`config.mk`:
```
export PLATFORM = sky130hd
export DESIGN_NAME = dual_via_sound_card_registers_core
export DESIGN_NICKNAME = d
export VERILOG_FILES = /design/src/dvsc_pkg.sv /design/src/dvsc_ram.sv /design/src/dvsc_mirror.sv /design/src/dvsc_regs.sv /design/src/dual_via_sound_card_registers_core.sv
export VERILOG_INCLUDE_DIRS = /design/src /design/src/src
export SDC_FILE = /design/constraint.sdc
export NUM_CORES = 2
export LEC_CHECK = 0
export BUFFER_PORTS_ARGS = -buffer_cell sky130_fd_sc_hd__buf_2
export CELL_PAD_IN_SITES_DETAIL_PLACEMENT = 0
export CELL_PAD_IN_SITES_GLOBAL_PLACEMENT = 1
export CORE_ASPECT_RATIO = 0.75
export CORE_MARGIN = 8
export CORE_UTILIZATION = 30
export DETAILED_ROUTE_END_ITERATION = 12
export HOLD_SLACK_MARGIN = 0.05
export PLACE_DENSITY_LB_ADDON = 0.1
export SLEW_MARGIN = 20
export SYNTH_ARGS = -nofsm -noshare
export SYNTH_HDL_FRONTEND = slang
export SYNTH_SLANG_ARGS = --single-unit
export TNS_END_PERCENT = 20
```
`constraint.sdc`:
```
create_clock -name clk_i -period 6.7 [get_ports clk_i]
set_input_delay 1.34 -clock clk_i [delete_from_list [all_inputs] [get_ports clk_i]]
set_output_delay 1.34 -clock clk_i [all_outputs]
set_load 0.01 [all_outputs]
```
`src/dual_via_sound_card_registers_core_assert.svh`:
```
// Assertion macros shared by the dual interface chip register core.
`ifndef DUAL_VIA_SOUND_CARD_REGISTERS_CORE_ASSERT_SVH
`define DUAL_VIA_SOUND_CARD_REGISTERS_CORE_ASSERT_SVH

// Same-cycle implication, sampled on clk_i, off during reset.
`define DVSC_ASSERT_IMP(lbl, ante, cons, msg) \
  lbl: assert property (@(posedge clk_i) disable iff (!rst_ni) (ante) |-> (cons)) \
    else $error(msg);

// Next-cycle implication, sampled on clk_i, off during reset.
`define DVSC_ASSERT_NXT(lbl, ante, cons, msg) \
  lbl: assert property (@(posedge clk_i) disable iff (!rst_ni) (ante) |=> (cons)) \
    else $error(msg);

`endif

```
`src/dvsc_pkg.sv`:
```
// Package with types, constants and tables of the dual interface chip register core.
`timescale 1ns / 1ps
`default_nettype none
package dvsc_pkg;

  localparam int unsigned SOUND_REG_COUNT = 16;
  localparam int unsigned CHIP_COUNT      = 2;

  localparam logic [15:0] BASE_ADDR = 16'hC400;
  localparam logic [15:0] END_ADDR  = 16'hC490;

  localparam int unsigned MIRROR_DEPTH = 144;
  localparam int unsigned MIRROR_AW    = $clog2(MIRROR_DEPTH);

  localparam logic [3:0] OFF_ORB    = 4'h0;
  localparam logic [3:0] OFF_ORA    = 4'h1;
  localparam logic [3:0] OFF_T1CL   = 4'h4;
  localparam logic [3:0] OFF_T1CH   = 4'h5;
  localparam logic [3:0] OFF_T1LL   = 4'h6;
  localparam logic [3:0] OFF_T1LH   = 4'h7;
  localparam logic [3:0] OFF_T2CH   = 4'h9;
  localparam logic [3:0] OFF_IFR    = 4'hD;
  localparam logic [3:0] OFF_IER    = 4'hE;
  localparam logic [3:0] OFF_ORA_NH = 4'hF;

  localparam logic [7:0] PB_RESET  = 8'h00;
  localparam logic [7:0] PB_SELECT = 8'h07;
  localparam logic [7:0] PB_DATA   = 8'h06;

  localparam int unsigned FLAG_T1  = 6;
  localparam int unsigned FLAG_T2  = 5;
  localparam int unsigned FLAG_IRQ = 7;

  typedef enum logic [1:0] {
    PSG_NONE   = 2'd0,
    PSG_RESET  = 2'd1,
    PSG_SELECT = 2'd2,
    PSG_WRITE  = 2'd3
  } psg_cmd_e;

  typedef struct packed {
    logic [7:0] port_a;
    logic [7:0] flags;
    logic [7:0] enable;
    logic [7:0] ora_m;
    logic [7:0] t1c_lo;
    logic [7:0] t1c_hi;
    logic [7:0] t1l_lo;
    logic [7:0] t1l_hi;
    logic [7:0] ier_m;
    logic [1:0] armed;
  } chip_state_t;

  localparam chip_state_t CHIP_STATE_RESET = '{armed: 2'b01, default: 8'h00};

  typedef struct packed {
    logic       en;
    logic       write;
    logic       decoded;
    logic       chip;
    logic       in_region;
    logic [3:0] off;
    logic [7:0] data;
  } regs_req_t;

  typedef struct packed {
    psg_cmd_e   cmd;
    logic       channel;
    logic [7:0] value;
    logic       irq;
    logic [3:0] armed;
    logic       hit;
    logic [7:0] rd_byte;
  } regs_rsp_t;

  typedef logic [7:0] sel_table_t [256];

  function automatic sel_table_t build_sel_table();
    sel_table_t t;
    for (int i = 0; i < 256; i++) begin
      t[i] = 8'(i % SOUND_REG_COUNT);
    end
    return t;
  endfunction

  localparam sel_table_t SEL_TABLE = build_sel_table();

endpackage
`default_nettype wire

```
`src/dvsc_ram.sv`:
```
// Generic single-port synchronous RAM with registered read data.
`timescale 1ns / 1ps
`default_nettype none
module dvsc_ram #(
  parameter int unsigned Depth = 144,
  parameter int unsigned Width = 8
) (
  input  wire logic                     clk_i,
  input  wire logic                     en_i,
  input  wire logic                     we_i,
  input  wire logic [$clog2(Depth)-1:0] addr_i,
  input  wire logic [Width-1:0]         wdata_i,
  output logic      [Width-1:0]         rdata_o
);

  logic [Width-1:0] mem [Depth];
  logic [Width-1:0] rdata_q;

  always_ff @(posedge clk_i) begin
    if (en_i && we_i) begin
      mem[addr_i] <= wdata_i;
    end
  end

  always_ff @(posedge clk_i) begin
    if (en_i && !we_i) begin
      rdata_q <= mem[addr_i];
    end
  end

  assign rdata_o = rdata_q;

endmodule
`default_nettype wire

```
`src/dvsc_mirror.sv`:
```
// Register mirror: RAM plus per-entry valid bits that make unwritten bytes read as zero.
`timescale 1ns / 1ps
`default_nettype none
module dvsc_mirror import dvsc_pkg::*; (
  input  wire logic                 clk_i,
  input  wire logic                 rst_ni,
  input  wire logic                 en_i,
  input  wire logic                 we_i,
  input  wire logic [MIRROR_AW-1:0] addr_i,
  input  wire logic [7:0]           wdata_i,
  output logic      [7:0]           rdata_o
);

  logic [MIRROR_DEPTH-1:0] valid_q;
  logic                    rvalid_q;
  logic [7:0]              ram_rdata;

  dvsc_ram #(
    .Depth(MIRROR_DEPTH),
    .Width(8)
  ) u_ram (
    .clk_i  (clk_i),
    .en_i   (en_i),
    .we_i   (we_i),
    .addr_i (addr_i),
    .wdata_i(wdata_i),
    .rdata_o(ram_rdata)
  );

  always_ff @(posedge clk_i or negedge rst_ni) begin
    if (!rst_ni) begin
      valid_q  <= '0;
      rvalid_q <= 1'b0;
    end else if (en_i) begin
      if (we_i) begin
        valid_q[addr_i] <= 1'b1;
      end else begin
        rvalid_q <= valid_q[addr_i];
      end
    end
  end

  assign rdata_o = rvalid_q ? ram_rdata : 8'h00;

endmodule
`default_nettype wire

```
`src/dvsc_regs.sv`:
```
// Per-chip register state: flag and enable rules, timer arming and sound commands.
`timescale 1ns / 1ps
`default_nettype none
module dvsc_regs import dvsc_pkg::*; (
  input  wire logic      clk_i,
  input  wire logic      rst_ni,
  input  wire regs_req_t req_i,
  output regs_rsp_t      rsp_o
);

  `include "dual_via_sound_card_registers_core_assert.svh"

  chip_state_t st_q [CHIP_COUNT];
  chip_state_t st_d [CHIP_COUNT];
  chip_state_t cur;
  chip_state_t nxt;
  psg_cmd_e    cmd;
  logic [7:0]  val;
  logic        hit;
  logic [7:0]  rd_byte;

  always_comb begin
    cur = st_q[req_i.chip];
    nxt = cur;
    cmd = PSG_NONE;
    val = 8'h00;

    if (req_i.in_region) begin
      case (req_i.off)
        OFF_ORA:  nxt.ora_m  = req_i.data;
        OFF_T1CL: nxt.t1c_lo = req_i.data;
        OFF_T1CH: nxt.t1c_hi = req_i.data;
        OFF_T1LL: nxt.t1l_lo = req_i.data;
        OFF_T1LH: nxt.t1l_hi = req_i.data;
        OFF_IER:  nxt.ier_m  = req_i.data;
        default: ;
      endcase
    end

    case (req_i.off)
      OFF_IFR: begin
        nxt.flags = nxt.flags & (~req_i.data | 8'h80);
        nxt.flags = {|(nxt.flags[6:0] & nxt.enable[6:0]), nxt.flags[6:0]};
      end
      OFF_IER: begin
        if (req_i.data[7]) begin
          nxt.enable = nxt.enable | {1'b0, req_i.data[6:0]};
          nxt.ier_m  = nxt.enable | 8'h80;
          nxt.flags  = {|(nxt.flags[6:0] & nxt.enable[6:0]), nxt.flags[6:0]};
          if (nxt.enable[FLAG_T1]) begin
            nxt.t1c_lo   = nxt.t1l_lo;
            nxt.t1c_hi   = nxt.t1l_hi;
            nxt.armed[0] = 1'b1;
          end
          if (nxt.enable[FLAG_T2]) begin
            nxt.armed[1] = 1'b1;
          end
        end else begin
          nxt.enable = nxt.enable & {1'b0, ~req_i.data[6:0]};
          nxt.ier_m  = nxt.enable | 8'h80;
          nxt.flags  = {|(nxt.flags[6:0] & nxt.enable[6:0]), nxt.flags[6:0]};
          if (!nxt.enable[FLAG_T2]) begin
            nxt.armed[1] = 1'b0;
          end
          if (!nxt.enable[FLAG_T1]) begin
            nxt.armed[0] = 1'b0;
          end
        end
      end
      OFF_T1CH: begin
        nxt.t1c_lo          = nxt.t1l_lo;
        nxt.t1l_hi          = req_i.data;
        nxt.flags[FLAG_T1]  = 1'b0;
        nxt.flags           = {|(nxt.flags[6:0] & nxt.enable[6:0]), nxt.flags[6:0]};
        if (nxt.enable[FLAG_T1]) begin
          nxt.t1c_lo   = nxt.t1l_lo;
          nxt.t1c_hi   = nxt.t1l_hi;
          nxt.armed[0] = 1'b1;
        end
      end
      OFF_T1LH: begin
        nxt.flags[FLAG_T1] = 1'b0;
        nxt.flags          = {|(nxt.flags[6:0] & nxt.enable[6:0]), nxt.flags[6:0]};
      end
      OFF_T2CH: begin
        nxt.flags[FLAG_T2] = 1'b0;
        nxt.flags          = {|(nxt.flags[6:0] & nxt.enable[6:0]), nxt.flags[6:0]};
        if (nxt.enable[FLAG_T2]) begin
          nxt.armed[1] = 1'b1;
        end
      end
      OFF_ORB: begin
        if (req_i.data == PB_RESET) begin
          cmd = PSG_RESET;
        end else if (req_i.data == PB_SELECT) begin
          cmd = PSG_SELECT;
          val = SEL_TABLE[cur.port_a];
        end else if (req_i.data == PB_DATA) begin
          cmd = PSG_WRITE;
          val = cur.port_a;
        end
      end
      OFF_ORA_NH: begin
        nxt.ora_m  = req_i.data;
        nxt.port_a = req_i.data;
      end
      OFF_ORA: begin
        nxt.port_a = req_i.data;
      end
      default: ;
    endcase
  end

  always_comb begin
    st_d = st_q;
    if (req_i.en && req_i.decoded && req_i.write) begin
      st_d[req_i.chip] = nxt;
    end
  end

  always_comb begin
    hit     = req_i.in_region;
    rd_byte = 8'h00;
    case (req_i.off)
      OFF_ORA:  rd_byte = cur.ora_m;
      OFF_T1CL: rd_byte = cur.t1c_lo;
      OFF_T1CH: rd_byte = cur.t1c_hi;
      OFF_T1LL: rd_byte = cur.t1l_lo;
      OFF_T1LH: rd_byte = cur.t1l_hi;
      OFF_IFR:  rd_byte = cur.flags;
      OFF_IER:  rd_byte = cur.ier_m;
      default:  hit     = 1'b0;
    endcase
  end

  always_ff @(posedge clk_i or negedge rst_ni) begin
    if (!rst_ni) begin
      for (int i = 0; i < CHIP_COUNT; i++) begin
        st_q[i] <= CHIP_STATE_RESET;
      end
    end else begin
      st_q <= st_d;
    end
  end

  always_comb begin
    rsp_o         = '0;
    rsp_o.cmd     = (req_i.decoded && req_i.write) ? cmd : PSG_NONE;
    rsp_o.channel = (req_i.decoded && req_i.write && cmd != PSG_NONE) ? req_i.chip : 1'b0;
    rsp_o.value   = (req_i.decoded && req_i.write) ? val : 8'h00;
    rsp_o.irq     = st_d[req_i.chip].flags[FLAG_IRQ];
    rsp_o.armed   = {st_d[1].armed, st_d[0].armed};
    rsp_o.hit     = hit;
    rsp_o.rd_byte = rd_byte;
  end

  `DVSC_ASSERT_IMP(a_irq_chip0, st_q[0].flags[FLAG_IRQ],
                   |(st_q[0].flags[6:0] & st_q[0].enable[6:0]),
                   "chip 0 summary flag set without an enabled flag")
  `DVSC_ASSERT_IMP(a_irq_chip1, st_q[1].flags[FLAG_IRQ],
                   |(st_q[1].flags[6:0] & st_q[1].enable[6:0]),
                   "chip 1 summary flag set without an enabled flag")
  `DVSC_ASSERT_IMP(a_t2_armed_chip0, st_q[0].armed[1],
                   st_q[0].enable[FLAG_T2],
                   "chip 0 timer 2 armed while its enable bit is clear")

endmodule
`default_nettype wire

```
`src/dual_via_sound_card_registers_core.sv`:
```
// Top level of the dual interface chip register core.
// Latency: a request's result is valid the cycle after it is accepted.
// Throughput: one request per cycle unless stalled; the mirror RAM has one port.
// The output register takes a new request whenever it is empty or drained in the same cycle.
// Reset: mirror valid bits, flags, enables and latches clear, timer 1 armed bits set, no output.
// No clearing pass after reset: mirror bytes never written read as zero at once.
`timescale 1ns / 1ps
`default_nettype none
module dual_via_sound_card_registers_core import dvsc_pkg::*; (
  input  wire logic        clk_i,
  input  wire logic        rst_ni,
  input  wire logic        in_valid_i,
  output logic             in_stall_o,
  input  wire logic        operation_i,
  input  wire logic [15:0] bus_address_i,
  input  wire logic [7:0]  write_data_i,
  output logic             out_valid_o,
  input  wire logic        out_stall_i,
  output logic [7:0]       read_data_o,
  output logic [1:0]       psg_command_o,
  output logic             psg_channel_o,
  output logic [7:0]       psg_value_o,
  output logic             irq_pending_o,
  output logic [3:0]       timer_armed_flags_o
);

  `include "dual_via_sound_card_registers_core_assert.svh"

  logic       acc;
  logic       decoded;
  regs_req_t  req;
  regs_rsp_t  rsp;
  logic [7:0] mem_rdata;

  logic       out_valid_q, out_valid_d;
  logic       use_mem_q;
  logic [7:0] byte_q;
  psg_cmd_e   cmd_q;
  logic       chan_q;
  logic [7:0] value_q;
  logic       irq_q;
  logic [3:0] armed_q;

  assign in_stall_o = out_valid_q && out_stall_i;
  assign acc        = in_valid_i && !in_stall_o;
  assign decoded    = (bus_address_i >= BASE_ADDR) && (bus_address_i < END_ADDR);

  always_comb begin
    req           = '0;
    req.en        = acc;
    req.write     = operation_i;
    req.decoded   = decoded;
    req.chip      = bus_address_i[7];
    req.in_region = (bus_address_i[6:4] == 3'd0);
    req.off       = bus_address_i[3:0];
    req.data      = write_data_i;
  end

  dvsc_regs u_regs (
    .clk_i (clk_i),
    .rst_ni(rst_ni),
    .req_i (req),
    .rsp_o (rsp)
  );

  dvsc_mirror u_mirror (
    .clk_i  (clk_i),
    .rst_ni (rst_ni),
    .en_i   (acc && decoded),
    .we_i   (operation_i),
    .addr_i (bus_address_i[MIRROR_AW-1:0]),
    .wdata_i(write_data_i),
    .rdata_o(mem_rdata)
  );

  assign out_valid_d = acc || (out_valid_q && out_stall_i);

  always_ff @(posedge clk_i or negedge rst_ni) begin
    if (!rst_ni) begin
      out_valid_q <= 1'b0;
    end else begin
      out_valid_q <= out_valid_d;
    end
  end

  always_ff @(posedge clk_i) begin
    if (acc) begin
      use_mem_q <= decoded && !operation_i && !rsp.hit;
      byte_q    <= (decoded && !operation_i && rsp.hit) ? rsp.rd_byte : 8'h00;
      cmd_q     <= rsp.cmd;
      chan_q    <= rsp.channel;
      value_q   <= rsp.value;
      irq_q     <= rsp.irq;
      armed_q   <= rsp.armed;
    end
  end

  assign out_valid_o         = out_valid_q;
  assign read_data_o         = use_mem_q ? mem_rdata : byte_q;
  assign psg_command_o       = cmd_q;
  assign psg_channel_o       = chan_q;
  assign psg_value_o         = value_q;
  assign irq_pending_o       = irq_q;
  assign timer_armed_flags_o = armed_q;

  `DVSC_ASSERT_NXT(a_acc_gives_result, acc, out_valid_o,
                   "accepted request produced no result")
  `DVSC_ASSERT_IMP(a_none_is_quiet, out_valid_o && psg_command_o == PSG_NONE,
                   psg_value_o == 8'h00 && psg_channel_o == 1'b0,
                   "idle sound command carries a value or channel")
  `DVSC_ASSERT_IMP(a_select_in_range, out_valid_o && psg_command_o == PSG_SELECT,
                   32'(psg_value_o) < SOUND_REG_COUNT,
                   "register select beyond sound register count")

endmodule
`default_nettype wire
```
==> run metrics <==
root buf cell=clkbuf_16; register area share after synthesis=72.6%; Synth top area share=around 60%; slew margin rel.=23.3%; vias in the first global route=31800; dominant synthesized flop cell=edfxtp_1; fin crit period=about 4300 ps; Worst path max stage delay=about 960 ps; WP data required=7120 ps; die area=212000 um^2; fmax=roughly 230 MHz; Post-CTS Setup Bufs=0; drt first pass iters=5; H-tree levels=4; Yosys reg bits=1477; switching share of total power=22.6%; Worst setup EP type=flip-flop; Fin Clk Skew=36.8 ps; Fin. Hold Viols=0; layout cells sized above 1=29.8%; final slew viol count=0; Setup-failing EPs final=0; initial antenna violation count=18; P&R area growth vs syn=14.9%; die height=400 um; core region area=just under 200000 um^2; RSZ-0062 raised after global routing=false; fin nets=3315; slowest CP cell=nor2_1; Iter 0 DRT Violations=3256; DR WL/cell=31.5 um; syn nets=approximately 3200; GRT Total Usage=17.7%; TNS Setup=0 ps; first-pass GRT wire length=266000 um; clk buf depth=3; most common cell after layout, fill and taps aside=edfxtp_1; clock network power share=~44%; slew of the pin with the lowest slew margin=1150 ps; Synth async-reset ratio=19.8%; IO Port Bufs=54; count of different cell masters after synthesis=68; post-detailed-placement half-perimeter wirelength=124000 um; mapped cell area=between 50000 and 60000 um^2; total wire length=191000 um; sequential cell fraction of total power=approximately half; worst-path cell chain=buf_2 > nor4_1 > nand2_1 > nor3_4 > nand3_1 > nor2_1; clock tree sinks=1477; most frequent cells in the layout=1185 x edfxtp_1, 373 x mux4_2, 290 x dfrtp_1; period utilisation layout=approximately 64%; Final Hold Slack=461 ps; P_int=between 15 and 20 mW; Hold Path Class=reg2reg; Post-synth EDFFs=1185; critical path peak fanout=16; clock latency on the worst-skew pair=800 ps; max-cap viol count=0; Initial Utilization=30.1%; Pwr per Cell Area=approximately 290 nW/um^2; critical path class=in2reg; warnings from Yosys=0; Gate power share=5.2%; vias post-DR=31200; Routed Antenna Nets=0; status=finished clean; Psw=4.41 mW; # DRC=0; Leakage Power=around 23 nW; Mean Syn Cell Area=18.7 um^2; largest net degree at the start of global routing=between 100 and 150; crit path DAT=around 4700 ps; CTS tree=built; GP Congestion=about 0.82; CTS resizes=0; hold_buf cts=0; routed vias/inst=5.14; Die W=529 um; TritonCTS Buffers=roughly 150; num ports=55; Startpoint Class=primary input; synthesized instance count=3163; VDD IR max=0.000256 V; # rows=141; Clock Pin Slew Worst Setup and Hold Paths=60 ps; Remaining Overflow, GRT=0; largest cells by area after synthesis=edfxtp_1 60%, mux4_2 14%, dfrtp_1 12%, mux2_2 1.8%, or2_2 1.5%; Synth area leader=edfxtp_1
[critical path, delay by kind of cell]
kind	cells	cell delay [ps]
buffers and inverters	1	100
AND/OR/NAND/NOR	5	3260
[cells by family (layout without fill, tap and decap cells)]
| group | after synthesis | in the layout | synth area share (%) |
|---|---|---|---|
| flip-flops | 1477 | 1477 | 72.6 |
| AND/OR/NAND/NOR | 629 | 629 | 5.08 |
| multiplexers | 551 | 551 | 17.4 |
| AO/OA/AOI/OAI | 294 | 294 | 3.18 |
| buffers and inverters | 211 | 464 | 1.71 |
| XOR/XNOR | 1 | 1 | 0.0148 |
| other | 0 | 2 | 0 |
[path summary, 6_finish.rpt]
path | start | end | slack (ps) | cells after the start
min in group asynchronous | rst_ni | async pin | 510 | 1
max in group asynchronous | rst_ni | async pin | 5000 | 2
min | u_mirror.valid_q[121] | u_mirror.valid_q[121] | 460 | 1
min reg2reg | u_mirror.valid_q[121] | u_mirror.valid_q[121] | 460 | 1
max | bus_address_i[8] | u_mirror.u_ram.mem[126][2] | 2400 | 6
max reg2reg | out_valid_o | u_mirror.u_ram.mem[126][2] | 2920 | 6
[area by class of cell]
type,count,area [um^2]
Inverter,21,81.3
Clock inverter,65,684
Antenna cell,2,5.00
Fill cell,18400,128000
Tap cell,2645,3310
Sequential cell,1477,42900
Clock buffer,220,4330
Multi-Input combinational cell,1475,15300
Timing Repair Buffer,158,1330
[power by group through the flow]
| stage | Sequential, mW | Combinational [mW] | Clock [mW] |
|---|---|---|---|
| floorplan | 10.1 | 0.468 | 0 |
| global placement | 10.1 | 1.02 | 0 |
| detailed placement | 10.1 | 1.03 | 0 |
| CTS | 9.93 | 1.03 | 8.81 |
| global route | 9.92 | 1.06 | 9.15 |
| finish | 9.93 | 1.01 | 8.59 |
[sequential cells by signal, indices dropped and copies added, names as in the netlist, 2 cells and up, named ones only]
register                flops
byte_q                      8
psg_command_o               2
psg_value_o                 8
timer_armed_flags_o         4
u_mirror.u_ram.mem       1152
u_mirror.u_ram.rdata_o      8
u_mirror.valid_q          144
u_regs.st_q                 6
[through the flow]
step                      total power [mW]  instance area (um^2)  util (%)  setup WS (ps)  std cells
after CTS                             19.8                 67900      34.6           2510       6060
final                                 19.5                 67900      34.6           2400       6063
after detailed placement              11.2                 62900      32.0           1650       5775
after floorplan                       10.6                 59100         -           1870       3163
after global placement                11.1                 62900      32.0           1140       5775
after global routing                  20.1                 67900      34.6           2310       6061
[cell usage after synthesis, drive strengths merged, types with 3 or more instances]
master     n
a211oi     3
a21boi    10
nand2b     5
or2      148
edfxtp  1185
a32oi      6
a221oi    11
a22oi     24
a21oi     50
o22ai     19
a311oi     4
o22a       5
dfrtp    290
clkbuf    86
nand4      9
inv       19
nand2    159
mux2i     82
mux4     373
nor4       7
nand3     26
a31oi     15
buf      104
o21ai    105
nor2b     17
and2       8
nor3      14
a221o      7
and3       5
o221ai     6
or3        9
mux2      96
a21o       4
nor2     211
a22o       9
[metal layers]
layer	part of all wire (%)	global-route usage, %	vias to the layer above
met5	0	0	-
met4	1.8	3.71	0
met3	5.4	3.06	202
met2	43	25.3	989
li1	-	-	12800
met1	50	28.1	17200
(Power assumes the default switching activity.)
